===== src/sv/iut_pkg.sv =====
// Package for the interval union table: sizes, item codes, cell control and
// interval types. No dependencies; used by iut_cell and interval_union_table_top.
package iut_pkg;

  localparam int CAPACITY  = 16;
  localparam int TIME_W    = 11;
  localparam int OUT_CNT_W = 5;
  localparam int CNT_W     = $clog2(CAPACITY + 1);
  localparam int LEN_W     = CNT_W + 1;

  localparam logic MODE_INSERT = 1'b0;
  localparam logic MODE_DUMP   = 1'b1;

  typedef struct packed {
    logic [TIME_W-1:0] beg;
    logic [TIME_W-1:0] fin;
  } ivl_t;

  typedef struct packed {
    logic shift;
    logic take_head;
    logic load;
  } cell_ctl_t;

  function automatic logic [OUT_CNT_W-1:0] to_out_cnt(input logic [CNT_W-1:0] c);
    logic [CNT_W+OUT_CNT_W-1:0] w;
    w = {{OUT_CNT_W{1'b0}}, c};
    return w[OUT_CNT_W-1:0];
  endfunction

endpackage


===== src/sv/iut_cell.sv =====
// One table cell: holds a stored interval and passes it towards the head.
// Depends on iut_pkg.
module iut_cell (
  input  logic              clk_i,
  input  iut_pkg::cell_ctl_t ctl_i,
  input  iut_pkg::ivl_t     nxt_i,
  input  iut_pkg::ivl_t     head_i,
  input  iut_pkg::ivl_t     load_i,
  output iut_pkg::ivl_t     q_o
);

  iut_pkg::ivl_t ivl_q;

  always_ff @(posedge clk_i) begin
    if (ctl_i.load) begin
      ivl_q <= load_i;
    end else if (ctl_i.shift) begin
      ivl_q <= ctl_i.take_head ? head_i : nxt_i;
    end
  end

  assign q_o = ivl_q;

endmodule


===== src/sv/interval_union_table_top.sv =====
// Top level of the interval union table: control, output register and the
// row of iut_cell instances. Depends on iut_pkg and iut_cell.
//
// Input channel (in_valid_i / in_stall_o): mode_i = 0 inserts the interval
// start_time_i..end_time_i, mode_i = 1 dumps the table. Output channel
// (out_valid_o / out_stall_i) carries the results. An item is taken when
// valid is high and stall is low.
// The table is a row of cells that shifts towards cell 0. An insert rotates
// the n stored entries (n = 0..CAPACITY) past a compare unit at cell 0, one
// per cycle, dropping those it absorbs and re-appending the rest behind, then
// writes the merged interval after the survivors (or drops the new interval
// if the table is full and none was absorbed); either way, one result.
// A dump rotates the table likewise and gives one item per cycle while the
// receiver does not stall, n items (one for an empty table), each registered
// as its entry leaves cell 0. One item is worked on at a time: in_stall_o is
// high from acceptance until its last result sits in the output register.
// When the receiver stalls, the result holds in the output register and a dump
// waits, an insert sweeps on; reset empties the table (count zero) at once,
// with no clearing pass, and drops any pending result.
module interval_union_table_top (
  input  logic                            clk_i,
  input  logic                            rst_ni,
  input  logic                            in_valid_i,
  output logic                            in_stall_o,
  input  logic                            mode_i,
  input  logic [iut_pkg::TIME_W-1:0]      start_time_i,
  input  logic [iut_pkg::TIME_W-1:0]      end_time_i,
  output logic                            out_valid_o,
  input  logic                            out_stall_i,
  output logic [iut_pkg::TIME_W-1:0]      out_start_o,
  output logic [iut_pkg::TIME_W-1:0]      out_end_o,
  output logic [iut_pkg::OUT_CNT_W-1:0]   stored_count_o,
  output logic                            dropped_o,
  output logic                            last_of_run_o
);

  localparam logic S_IDLE = 1'b0;
  localparam logic S_RUN  = 1'b1;

  logic                          state_q, state_d;
  logic                          mode_q, mode_d;
  logic [iut_pkg::CNT_W-1:0]     cnt_q, cnt_d;
  logic [iut_pkg::CNT_W-1:0]     rem_q, rem_d;
  logic [iut_pkg::CNT_W-1:0]     kept_q, kept_d;
  logic                          absorbed_q, absorbed_d;
  iut_pkg::ivl_t                 cur_q, cur_d;
  iut_pkg::ivl_t                 orig_q, orig_d;

  logic                          out_v_q;
  iut_pkg::ivl_t                 out_ivl_q;
  logic [iut_pkg::OUT_CNT_W-1:0] out_cnt_q;
  logic                          out_drop_q, out_last_q;

  logic                          in_acc, out_free;
  logic                          step, keep, load;
  logic                          emit, e_drop, e_last;
  iut_pkg::ivl_t                 e_ivl;
  logic [iut_pkg::OUT_CNT_W-1:0] e_cnt;
  iut_pkg::ivl_t                 head;
  logic                          hit;
  logic [iut_pkg::LEN_W-1:0]     wpos;

  iut_pkg::ivl_t                 cell_q  [iut_pkg::CAPACITY];
  iut_pkg::cell_ctl_t            cell_ctl[iut_pkg::CAPACITY];

  assign in_stall_o = (state_q != S_IDLE);
  assign in_acc     = in_valid_i && !in_stall_o;
  assign out_free   = !out_v_q || !out_stall_i;
  assign head       = cell_q[0];
  assign hit        = (head.beg <= cur_q.fin) && (head.fin >= cur_q.beg);
  assign wpos       = {1'b0, rem_q} + {1'b0, kept_q} - iut_pkg::LEN_W'(1);

  always_comb begin
    state_d    = state_q;
    mode_d     = mode_q;
    cnt_d      = cnt_q;
    rem_d      = rem_q;
    kept_d     = kept_q;
    absorbed_d = absorbed_q;
    cur_d      = cur_q;
    orig_d     = orig_q;
    step       = 1'b0;
    keep       = 1'b0;
    load       = 1'b0;
    emit       = 1'b0;
    e_ivl      = head;
    e_cnt      = iut_pkg::to_out_cnt(cnt_q);
    e_drop     = 1'b0;
    e_last     = 1'b0;
    unique case (state_q)
      S_IDLE: begin
        if (in_acc) begin
          state_d    = S_RUN;
          mode_d     = mode_i;
          rem_d      = cnt_q;
          kept_d     = '0;
          absorbed_d = 1'b0;
          cur_d      = '{beg: start_time_i, fin: end_time_i};
          orig_d     = '{beg: start_time_i, fin: end_time_i};
        end
      end
      S_RUN: begin
        if (rem_q != '0) begin
          if (mode_q == iut_pkg::MODE_DUMP) begin
            if (out_free) begin
              step   = 1'b1;
              keep   = 1'b1;
              emit   = 1'b1;
              e_last = (rem_q == iut_pkg::CNT_W'(1));
              rem_d  = rem_q - iut_pkg::CNT_W'(1);
              kept_d = kept_q + iut_pkg::CNT_W'(1);
              if (rem_q == iut_pkg::CNT_W'(1)) begin
                state_d = S_IDLE;
              end
            end
          end else begin
            step  = 1'b1;
            rem_d = rem_q - iut_pkg::CNT_W'(1);
            if (hit) begin
              absorbed_d = 1'b1;
              if (head.beg < cur_q.beg) cur_d.beg = head.beg;
              if (head.fin > cur_q.fin) cur_d.fin = head.fin;
            end else begin
              keep   = 1'b1;
              kept_d = kept_q + iut_pkg::CNT_W'(1);
            end
          end
        end else if (out_free) begin
          emit    = 1'b1;
          e_last  = 1'b1;
          state_d = S_IDLE;
          if (mode_q == iut_pkg::MODE_DUMP) begin
            e_ivl = '0;
            e_cnt = '0;
          end else if (!absorbed_q && (cnt_q == iut_pkg::CNT_W'(iut_pkg::CAPACITY))) begin
            e_ivl  = orig_q;
            e_drop = 1'b1;
          end else begin
            load  = 1'b1;
            e_ivl = cur_q;
            cnt_d = kept_q + iut_pkg::CNT_W'(1);
            e_cnt = iut_pkg::to_out_cnt(kept_q + iut_pkg::CNT_W'(1));
          end
        end
      end
      default: state_d = S_IDLE;
    endcase
  end

  always_ff @(posedge clk_i or negedge rst_ni) begin
    if (!rst_ni) begin
      state_q <= S_IDLE;
      cnt_q   <= '0;
      rem_q   <= '0;
      kept_q  <= '0;
      out_v_q <= 1'b0;
    end else begin
      state_q <= state_d;
      cnt_q   <= cnt_d;
      rem_q   <= rem_d;
      kept_q  <= kept_d;
      if (emit) begin
        out_v_q <= 1'b1;
      end else if (!out_stall_i) begin
        out_v_q <= 1'b0;
      end
    end
  end

  always_ff @(posedge clk_i) begin
    mode_q     <= mode_d;
    absorbed_q <= absorbed_d;
    cur_q      <= cur_d;
    orig_q     <= orig_d;
    if (emit) begin
      out_ivl_q  <= e_ivl;
      out_cnt_q  <= e_cnt;
      out_drop_q <= e_drop;
      out_last_q <= e_last;
    end
  end

  for (genvar i = 0; i < iut_pkg::CAPACITY; i++) begin : g_cell
    assign cell_ctl[i].shift     = step;
    assign cell_ctl[i].take_head = keep && (wpos == iut_pkg::LEN_W'(i));
    assign cell_ctl[i].load      = load && (kept_q == iut_pkg::CNT_W'(i));

    if (i == iut_pkg::CAPACITY - 1) begin : g_tail
      iut_cell u_cell (
        .clk_i  (clk_i),
        .ctl_i  (cell_ctl[i]),
        .nxt_i  (cell_q[i]),
        .head_i (head),
        .load_i (cur_q),
        .q_o    (cell_q[i])
      );
    end else begin : g_body
      iut_cell u_cell (
        .clk_i  (clk_i),
        .ctl_i  (cell_ctl[i]),
        .nxt_i  (cell_q[i+1]),
        .head_i (head),
        .load_i (cur_q),
        .q_o    (cell_q[i])
      );
    end
  end

  assign out_valid_o    = out_v_q;
  assign out_start_o    = out_ivl_q.beg;
  assign out_end_o      = out_ivl_q.fin;
  assign stored_count_o = out_cnt_q;
  assign dropped_o      = out_drop_q;
  assign last_of_run_o  = out_last_q;

  a_cnt_bound: assert property (@(posedge clk_i) disable iff (!rst_ni)
    cnt_q <= iut_pkg::CNT_W'(iut_pkg::CAPACITY))
    else $error("stored count above capacity");

  a_len_bound: assert property (@(posedge clk_i) disable iff (!rst_ni)
    (state_q == S_RUN) |-> ({1'b0, rem_q} + {1'b0, kept_q} <= {1'b0, cnt_q}))
    else $error("queue length exceeds stored count");

  a_accept_run: assert property (@(posedge clk_i) disable iff (!rst_ni)
    in_acc |=> (state_q == S_RUN))
    else $error("accepted item did not start");

  a_finish: assert property (@(posedge clk_i) disable iff (!rst_ni)
    (state_q == S_RUN && rem_q == '0 && out_free) |=> (state_q == S_IDLE && out_v_q))
    else $error("final result not issued");

endmodule


===== config.mk =====
export PLATFORM = sky130hd
export DESIGN_NAME = interval_union_table_top
export DESIGN_NICKNAME = d
export VERILOG_FILES = /design/src/sv/iut_pkg.sv /design/src/sv/iut_cell.sv /design/src/sv/interval_union_table_top.sv
export SDC_FILE = /design/constraint.sdc
export NUM_CORES = 1
export LEC_CHECK = 0
export BUFFER_PORTS_ARGS = -buffer_cell sky130_fd_sc_hd__buf_2
export CAP_MARGIN = 20
export CORE_MARGIN = 1
export CORE_UTILIZATION = 55
export CTS_BUF_LIST = sky130_fd_sc_hd__clkbuf_8
export DETAILED_ROUTE_END_ITERATION = 12
export GPL_TIMING_DRIVEN = 0
export PLACE_DENSITY = 0.72
export SETUP_SLACK_MARGIN = 0.15
export SYNTH_ARGS = -nofsm -noshare
export SYNTH_HDL_FRONTEND = slang
export SYNTH_SLANG_ARGS = --single-unit

===== constraint.sdc =====
create_clock -name clk_i -period 6.8 [get_ports clk_i]
set_input_delay 2.04 -clock clk_i [delete_from_list [all_inputs] [get_ports clk_i]]
set_output_delay 2.04 -clock clk_i [all_outputs]
set_load 0.01 [all_outputs]

==> metrics.csv, run 1 <==
metric;value;unit
DP HPWL;47200;µm
clk slew on worst S/H paths;60;ps
wire per inst;22.2;µm
layout cells sized above 1;0.114;
TritonCTS buffer count;75;
Worst Path Required;7040;ps
Slew Limit Fails;0;
total track usage;0.287;
gpl congestion;0.937;
Max Buffers Root-to-Sink;3;
Area Growth Syn to Fin;10.2;%
Synth cell types;63;
Worst Hold Launch;in_stall_o;
final cell count without fillers;2832;
H-tree levels;3;
gr ovfl total;0;
register area share after synthesis;0.560;
Syn. warnings;0;
Worst Skew;21.9;ps
TritonRoute pass-1 iters;6;
max_slew headroom;0.306;
RSZ-0062 raised after global routing;no;
Post-synth EDFFs;427;
Worst Reg-to-Reg Cells;15;
Hold Path Depth;0;
Async SR Flop Fraction;0.0383;
Syn Std Cell Area;23600;µm²
drt drc;0;
Routed Antenna Nets;0;
clock sink count;444;
Hold Fails Final Rpt;0;
routed vias/inst;6.05;
post-CTS setup repair buffer count;0;
Mean Syn Cell Area;11.3;µm²
Std-Cell Rows;75;
CP peak stage delay;810;ps
status;finished, final reports clean;
Starting Density;0.561;
Synthesized Nets;2180;
HP Class;reg -> reg;
critical path peak fanout;22;
Syn Inst Count;2093;
crit path max-delay cell type;nand2_1;
Slew @ Worst Pin;1030;ps
fin crit share;0.692;
top_reg_cell synth;edfxtp_1;
crit path DAT;4950;ps
hold endpoint;absorbed_q;
Yosys reg bits;444;
# fillers;3271;
Reg area;13200;µm²
Post-Place Cells;2698;
peak supply drop;0.399;mV
WP buf/inv;4;
initial antenna violation count;0;
crit path launch type;input port;
worst-path cell chain;buf_2, nand2_1, nand3_1, or2_0, clkbuf_1, nor2_1, and3_1, clkbuf_1, nand2_1, clkbuf_1, nand2_1;
largest net degree at the start of global routing;28;
Ant. Diodes;0;
Critical R2R Launch;kept_q[2];
Setup WS post-layout;2100;ps
# IOs;58;
Post-CTS Resized;0;
hold slack;491;ps
Tmin final;4700;ps
Iter 0 DRT Violations;1967;
Pleak;11.2;nW
PD cells;547;nW/µm²
total power draw;14.3;mW
Clock Tree Root;clkbuf_8;
reg2reg end;g_cell[15].g_tail.u_cell.q_o[10];
Hold Buf Count CTS;0;
Reg2Reg Setup Slack;2120;ps
I/O Buffers;57;
Place WS;1470;ps
first-pass GRT wire length;96200;µm
DR vias;17100;
Core Area;42100;µm²
vias in the first global route;17300;
width of the die;209;µm
die footprint;43800;µm²
CP Capture Type;flop;
multi-input logic area;9150;µm²
Max Cap Violations;0;
CTS tree;yes;
maximum clock rate;213;MHz
endpoints failing setup;0;
worst-skew pair later-pin latency;650;ps
die height;209;µm
final wirelength;62800;µm
crit-path leading delay family;simple AND/OR/NAND/NOR gates;
Worst Setup Path Type;in -> reg;
nets;2323;
area by class of cell:
cell class | instances | area share
sequential | 444 | 0.508
buffer | 208 | 0.0422
clock buffer | 79 | 0.0417
inverter | 46 | 0.00663
clock inverter | 55 | 0.00888
multi-input combinational | 1395 | 0.351
timing repair buffer | 66 | 0.0153
tap | 539 | 0.0259
per-stage QoR:
stage	TNS (ps)	util	instance area, µm²
global route	0	0.618	26100
global placement	-21920	0.584	24600
CTS	0	0.618	26100
detailed placement	0	0.587	24700
finish	0	0.618	26100
floorplan	0	-	23600
cells in the final DEF (no fill, tap or decap), types with 6 or more instances in the layout:
| cell type | n |
|---|---|
| a21o_1 | 6 |
| a21oi_1 | 257 |
| buf_12 | 10 |
| buf_2 | 81 |
| buf_4 | 13 |
| buf_6 | 13 |
| clkbuf_1 | 147 |
| clkbuf_8 | 79 |
| clkinv_1 | 15 |
| dfrtp_1 | 17 |
| edfxtp_1 | 427 |
| ha_1 | 59 |
| inv_1 | 78 |
| mux2_2 | 27 |
| mux2i_1 | 333 |
| nand2_1 | 182 |
| nand2b_1 | 6 |
| nand3_1 | 13 |
| nor2_1 | 275 |
| nor3_1 | 6 |
| o21ai_0 | 123 |
| o21ai_1 | 20 |
worst register-to-register path: stages (launching register included):
cell      delay, ps
dfrtp_1         320
clkbuf_1        400
inv_1           210
ha_1            370
inv_1            50
ha_1            270
a21oi_1          60
nor2b_1         220
mux2_2          370
nor4_1          180
a311o_1         370
buf_4           320
nand2_1          90
o41ai_2         680
buf_4           280
buf_4           180
registers in the layout, summed over array words and instances (netlist names), 5 cells and up:
name,count
cur_q,22
stored_count_o,5
orig_q,22
out_start_o,11
g_cell.g_tail.u_cell.q_o,22
cnt_q,5
g_cell.g_body.u_cell.q_o,330
kept_q,5
rem_q,5
out_end_o,11
cells in the mapped netlist, drive strengths merged, types with 2 or more instances:
master / instances / area share
and3: 5 / 0.0015
nor3: 6 / 0.0013
and2: 2 / 0.00064
o2111ai: 2 / 0.00074
nand4: 11 / 0.0064
a2111oi: 2 / 0.0015
nand4b: 3 / 0.0019
xor2: 2 / 0.00074
a21oi: 257 / 0.054
o21ai: 146 / 0.031
nor4: 6 / 0.0019
o22ai: 2 / 0.00053
nor4b: 2 / 0.0016
o22a: 3 / 0.0011
o41ai: 4 / 0.0015
clkbuf: 148 / 0.024
o21a: 5 / 0.0016
inv: 45 / 0.0071
or4: 2 / 0.00064
ha: 59 / 0.031
a22o: 3 / 0.0011
a21o: 6 / 0.0019
a31oi: 3 / 0.0014
nand2: 183 / 0.029
o31ai: 2 / 0.00064
nor2: 276 / 0.044
nand3: 14 / 0.0035
and4: 2 / 0.00074
dfrtp: 17 / 0.018
edfxtp: 427 / 0.54
nand2b: 6 / 0.0016
nor2b: 5 / 0.0013
a211oi: 5 / 0.0016
mux2: 27 / 0.013
mux2i: 333 / 0.14
buf: 60 / 0.023
layer usage:
metal  GRT usage  part of all wire  vias to the layer above
li1            -                 -                     7830
met4       0.115             0.027                        0
met5           0                 0                        -
met3      0.0462             0.074                      138
met1       0.368              0.40                     8371
met2       0.488              0.49                      787
cell families (layout without fill, tap and decap cells):
group	after synthesis	count (layout)	share of synthesized area
simple gates	527	527	0.0977
compound gates	445	445	0.101
flops	444	444	0.560
mux	360	360	0.154
fa+ha+maj	60	60	0.0321
xor+xnor	3	3	0.00111
buf+inv	254	454	0.0537
where the power goes:
part           internal (mW)  leakage [nW]  total (mW)  switching, mW
Combinational           2.27          5.92        6.37           4.10
Clock                   1.07         0.792        2.18           1.11
Sequential              5.20          4.45        5.70          0.502
Total                   8.54          11.2        14.3           5.71
how the worst max path moves through the flow:
stage	startpoint	end	slack, ps	depth (start not counted)
finish	out_stall_i	g_cell[11].g_body.u_cell.q_o[12]	2100	11
global route	kept_q[2]	g_cell[0].g_body.u_cell.q_o[14]	1840	14
CTS	out_stall_i	g_cell[11].g_body.u_cell.q_o[12]	2130	11
detailed placement	out_stall_i	g_cell[11].g_body.u_cell.q_o[10]	1470	11
global placement	out_stall_i	g_cell[15].g_tail.u_cell.q_o[17]	-1000	9
floorplan	out_stall_i	g_cell[15].g_tail.u_cell.q_o[0]	1020	8
Power figures use the tool's default switching activity.
==> run 2: changes to the inputs <==
Settings changed: PLACE_DENSITY 0.72 to 0.74.
Clock period 6.8 ns to 3.8 ns, I/O delays scaled along.
==> metrics.csv, run 2 (same netlist as run 1, synthesis figures left out) <==
metric;value;unit;change
status;finished, final reports clean;;unchanged
total power draw;26.4;mW;was 14.3 mW
gr ovfl total;0;;unchanged
most frequent cells in the layout;edfxtp_1, mux2i_1, nor2_1;;unchanged
Place WS;-605;ps;was 1470 ps
clk slew on worst S/H paths;70;ps;was 60 ps
Post-Place Cells;2696;;was 2698
Clock Tree Root;clkbuf_8;;unchanged
wire per inst;22.5;µm;was 22.2 µm
width of the die;209;µm;unchanged
final wirelength;63900;µm;was 62800 µm
Pleak;11.4;nW;was 11.2 nW
first-pass GRT wire length;97400;µm;was 96200 µm
TritonRoute pass-1 iters;6;;unchanged
Max Cap Violations;0;;unchanged
number of flip-flops in the largest register;330;;unchanged
Slew @ Worst Pin;926;ps;was 1030 ps
cell internal pwr;15.8;mW;was 8.54 mW
H-tree levels;3;;unchanged
Tmin final;3620;ps;
Sw Share;0.401;;about the same
die footprint;43800;µm²;unchanged
# IOs;58;;unchanged
HP Class;in -> async;;was reg -> reg
nets;2338;;was 2323
clock sink count;444;;unchanged
fin crit share;0.954;;
Starting Density;0.561;;unchanged
layout cells sized above 1;0.154;;was 0.114
TritonCTS buffer count;73;;was 75
RSZ-0062 raised after global routing;yes;;was no
DP HPWL;47100;µm;was 47200 µm
commonest non-fill, non-tap cell in the layout;edfxtp_1;;unchanged
Worst Skew;36.6;ps;was 21.9 ps
CP Capture Type;flop;;unchanged
total track usage;0.290;;was 0.287
critical path peak fanout;10;;was 22
max_slew headroom;0.377;;was 0.306
Hold Fails Final Rpt;0;;unchanged
Net Switching;10.6;mW;was 5.71 mW
Routed Antenna Nets;0;;unchanged
Reg area;13300;µm²;was 13200 µm²
Worst Setup Path Type;reg -> reg;;was in -> reg
vias in the first global route;17200;;was 17300
crit path launch type;flop;;was input port
final cell count without fillers;2841;;was 2832
PD cells;993;nW/µm²;was 547 nW/µm²
clock network power share;0.148;;was 0.153
hold slack;426;ps;was 491 ps
routed vias/inst;6.01;;was 6.05
Slew Limit Fails;0;;unchanged
drt drc;0;;unchanged
combinational group share of total power;0.467;;was 0.447
initial antenna violation count;0;;unchanged
sequential power share;0.384;;was 0.400
die height;209;µm;unchanged
multi-input logic area;9400;µm²;was 9150 µm²
Hold Buf Count CTS;0;;unchanged
worst-skew pair later-pin latency;640;ps;was 650 ps
DR vias;17100;;about the same
Std-Cell Rows;75;;unchanged
peak supply drop;0.490;mV;was 0.399 mV
gpl congestion;0.950;;was 0.937
Max Buffers Root-to-Sink;3;;unchanged
largest net degree at the start of global routing;28;;unchanged
maximum clock rate;276;MHz;
Setup WS post-layout;175;ps;was 2100 ps
Final Util;0.632;;was 0.618
crit path DAT;3980;ps;was 4950 ps
CTS tree;yes;;unchanged
Area Growth Syn to Fin;12.7;%;was 10.2%
Ant. Diodes;0;;unchanged
Iter 0 DRT Violations;2254;;was 1967
# fillers;3223;;was 3271
Worst Path Required;4160;ps;was 7040 ps
Core Area;42100;µm²;unchanged
I/O Buffers;57;;unchanged
endpoints failing setup;0;;unchanged
## run 2: metal layers
| metal | global-route usage | wire (µm) | part of all wire | vias up |
|---|---|---|---|---|
| li1 | - | - | - | 7875 |
| met1 | 0.374 | 25600 | 0.40 | 8269 |
| met2 | 0.496 | 31500 | 0.49 | 802 |
| met3 | 0.0468 | 4750 | 0.074 | 138 |
| met4 | 0.106 | 1970 | 0.031 | 0 |
| met5 | 0 | 0 | 0 | - |
## run 2: power by group through the flow
stage                     sequential [mW]  clock (mW)  combinational, mW
after detailed placement             10.2           0               11.2
after CTS                            10.2        3.92               11.5
final                                10.2        3.92               12.4
after global routing                 10.3        4.14               13.4
after floorplan                      9.97           0               8.06
after global placement               10.2           0               10.7
## run 2: through the flow
step	TNS (ps)	instance area [µm²]
3_5_place_dp	-80850	24700
6_report	0	26600
2_1_floorplan	-14930	23700
4_1_cts	0	26200
3_3_place_gp	-202700	24600
5_1_grt	0	26600
## run 2: path summary, 6_finish.rpt
check | cells past startpoint | slack (ps) | endpoint | startpoint
max | 15 | 180 | g_cell[7].g_body.u_cell.q_o[2] | kept_q[2]
max in group asynchronous | 1 | 3040 | rem_q[3] | rst_ni
min | 1 | 430 | in_stall_o | rst_ni
min reg2reg | 0 | 500 | absorbed_q | in_stall_o
min in group clk_i | 0 | 500 | absorbed_q | in_stall_o
max reg2reg | 15 | 180 | g_cell[7].g_body.u_cell.q_o[2] | kept_q[2]
## run 2: final cells by class
type,count,area share
clock buffer,82,0.0424
clock inverter,44,0.00700
sequential,444,0.498
multi-input combinational,1398,0.353
buffer,208,0.0454
inverter,46,0.00672
tap,539,0.0253
timing repair buffer,80,0.0225
## run 2: repair_timing
item / CTS / global route
setup buffers: 2 / 10
setup endpoints to repair: 546 / 614
cloned: 3 / 4
gates resized for setup: 25 / 116
endpoints found under the hold margin: 0 / 0
pin swaps: 3 / 2
## run 2: worst max-delay path, stage by stage, from the launching register on
cell and delay (ps):
dfrtp_1 330, buf_4 170, inv_2 80, ha_1 320, inv_1 50, ha_1 270, a21oi_1 70, nor2b_2 160
mux2_2 360, nor4_1 190, a311o_2 310, and4_4 270, buf_2 190, buf_8 180, mux2i_1 270, a21oi_1 120
==> run 3: changes to the inputs <==
Settings changed: CELL_PAD_IN_SITES_DETAIL_PLACEMENT set to 0, CELL_PAD_IN_SITES_GLOBAL_PLACEMENT set to 1, GPL_TIMING_DRIVEN 0 to not set, PLACE_DENSITY 0.74 to 0.85.
Clock period 3.8 ns to 4.45 ns, I/O delays scaled along.
==> metrics.csv, run 3 (same netlist as run 1, synthesis figures left out) <==
metric;value;unit;change
Worst Setup Path Type;reg -> reg;;unchanged
Ant. Diodes;0;;unchanged
Worst Path Required;4820;ps;was 4160 ps
layout cells sized above 1;0.143;;was 0.154
crit path launch type;flop;;unchanged
I/O Buffers;57;;unchanged
largest net degree at the start of global routing;46;;was 28
HP Class;reg -> reg;;was in -> async
Area Growth Syn to Fin;8.92;%;was 12.7%
crit path DAT;4290;ps;was 3980 ps
drt drc;0;;unchanged
CP Capture Type;flop;;unchanged
RSZ-0062 raised after global routing;no;;was yes
combinational group share of total power;0.456;;was 0.467
TritonRoute pass-1 iters;6;;unchanged
Final Util;0.611;;was 0.632
final cell count without fillers;2722;;was 2841
peak supply drop;0.549;mV;was 0.490 mV
Iter 0 DRT Violations;1766;;was 2254
total power draw;22.3;mW;was 26.4 mW
fin crit share;0.881;;was 0.954
commonest non-fill, non-tap cell in the layout;edfxtp_1;;unchanged
total track usage;0.287;;was 0.290
Final TNS setup;0;ps;unchanged
routed vias/inst;6.03;;was 6.01
maximum clock rate;255;MHz;was 276 MHz
initial antenna violation count;1;;was 0
Tmin final;3920;ps;was 3620 ps
Slew @ Worst Pin;790;ps;was 926 ps
number of flip-flops in the largest register;330;;unchanged
status;finished, final reports clean;;unchanged
# IOs;58;;unchanged
endpoints failing setup;0;;unchanged
Max Cap Violations;0;;unchanged
final wirelength;63100;µm;was 63900 µm
clock sink count;444;;unchanged
clock network power share;0.153;;was 0.148
wire per inst;23.2;µm;was 22.5 µm
nets;2211;;was 2338
gr ovfl total;0;;unchanged
Sw Share;0.413;;was 0.401
die height;209;µm;unchanged
# fillers;3288;;was 3223
Starting Density;0.561;;unchanged
Clock Tree Root;clkbuf_8;;unchanged
Hold Buf Count CTS;0;;unchanged
die footprint;43800;µm²;unchanged
Max Buffers Root-to-Sink;3;;unchanged
hold slack;518;ps;was 426 ps
Pleak;11.1;nW;was 11.4 nW
Core Area;42100;µm²;unchanged
DP HPWL;39100;µm;was 47100 µm
TritonCTS buffer count;76;;was 73
critical path peak fanout;22;;was 10
cell internal pwr;13.1;mW;was 15.8 mW
sequential power share;0.391;;was 0.384
first-pass GRT wire length;95500;µm;was 97400 µm
PD cells;866;nW/µm²;was 993 nW/µm²
Worst Skew;23.5;ps;was 36.6 ps
Net Switching;9.22;mW;was 10.6 mW
H-tree levels;3;;unchanged
DR vias;16400;;was 17100
most frequent cells in the layout;edfxtp_1, mux2i_1, nor2_1;;unchanged
clk slew on worst S/H paths;60;ps;was 70 ps
Routed Antenna Nets;0;;unchanged
max_slew headroom;0.471;;was 0.377
Std-Cell Rows;75;;unchanged
worst-skew pair later-pin latency;640;ps;about the same
CTS tree;yes;;unchanged
Post-Place Cells;2582;;was 2696
gpl congestion;0.957;;was 0.950
vias in the first global route;15800;;was 17200
Slew Limit Fails;0;;unchanged
Hold Fails Final Rpt;0;;unchanged
width of the die;209;µm;unchanged
==> run 3: changes by cell type in the layout (fill, tap and decap cells not counted), moves of 5 or more <==
cell / delta
buf_6: -14
nand2_4: -14
inv_2: -5
buf_4: +87
buf_2: -26
mux2i_1: +7
nand2_1: +14
clkbuf_1: -119
buf_12: -14
buf_8: -8
clkinv_1: +14
clkbuf_2: -27
==> run 3: critical path: stages, from the launching register on <==
cell and delay (ps):
edfxtp_1 330, buf_4 280, inv_1 210, ha_1 350, a21oi_1 160, o22ai_1 130, a2111oi_4 420, a31oi_4 170
nand2_4 410, nand4_4 550, mux2i_1 450, a21oi_1 120
==> run 3: what timing repair did <==
item	CTS	global route
buffers inserted	0	0
gates resized for setup	0	8
hold endpoints to repair	0	0
endpoints found under the setup margin	0	159
==> run 3: per-layer routing <==
metal  part of all wire  track usage  wire length (µm)
met5            0.00016            0                10
met2               0.44        0.425             27700
met4              0.032        0.111              2010
met3              0.098       0.0633              6190
met1               0.43        0.415             27200
==> run 3: worst paths after layout <==
kind | cells after the start | slack, ps | startpoint | to
worst min register to register | 2 | 520 | rem_q[1] | rem_q[1]
worst max-delay path | 11 | 530 | cur_q[15] | g_cell[10].g_body.u_cell.q_o[7]
worst min-delay path | 2 | 520 | rem_q[1] | rem_q[1]
min in group asynchronous | 1 | 630 | rst_ni | kept_q[4]
max in group asynchronous | 1 | 3500 | rst_ni | in_stall_o
worst max register to register | 11 | 530 | cur_q[15] | g_cell[10].g_body.u_cell.q_o[7]
==> run 3: per-stage QoR <==
step | setup WS (ps) | cell area (µm²)
6_report | 531 | 25700
5_1_grt | 186 | 25700
4_1_cts | 312 | 25700
3_5_place_dp | 346 | 24300
3_3_place_gp | 454 | 24300
2_1_floorplan | 214 | 23700
==> run 3: power groups by stage <==
stage          logic (mW)  registers (mW)  clock network [mW]
6_report             10.2            8.71                3.42
5_1_grt              11.0            8.89                3.64
4_1_cts              9.68            8.71                3.46
3_5_place_dp         9.60            8.74                   0
3_3_place_gp         9.35            8.74                   0
2_1_floorplan        6.86            8.51                   0
==> run 3: layout make-up <==
class | count | area [µm²] | share of cell area
flip-flops and latches | 444 | 13300 | 0.515
multi-input cells | 1398 | 9250 | 0.359
clock buffers | 78 | 1070 | 0.0417
repair buffers | 158 | 1050 | 0.0407
well taps | 539 | 674 | 0.0262
clock inverters | 59 | 279 | 0.0108
inverters | 46 | 173 | 0.00671
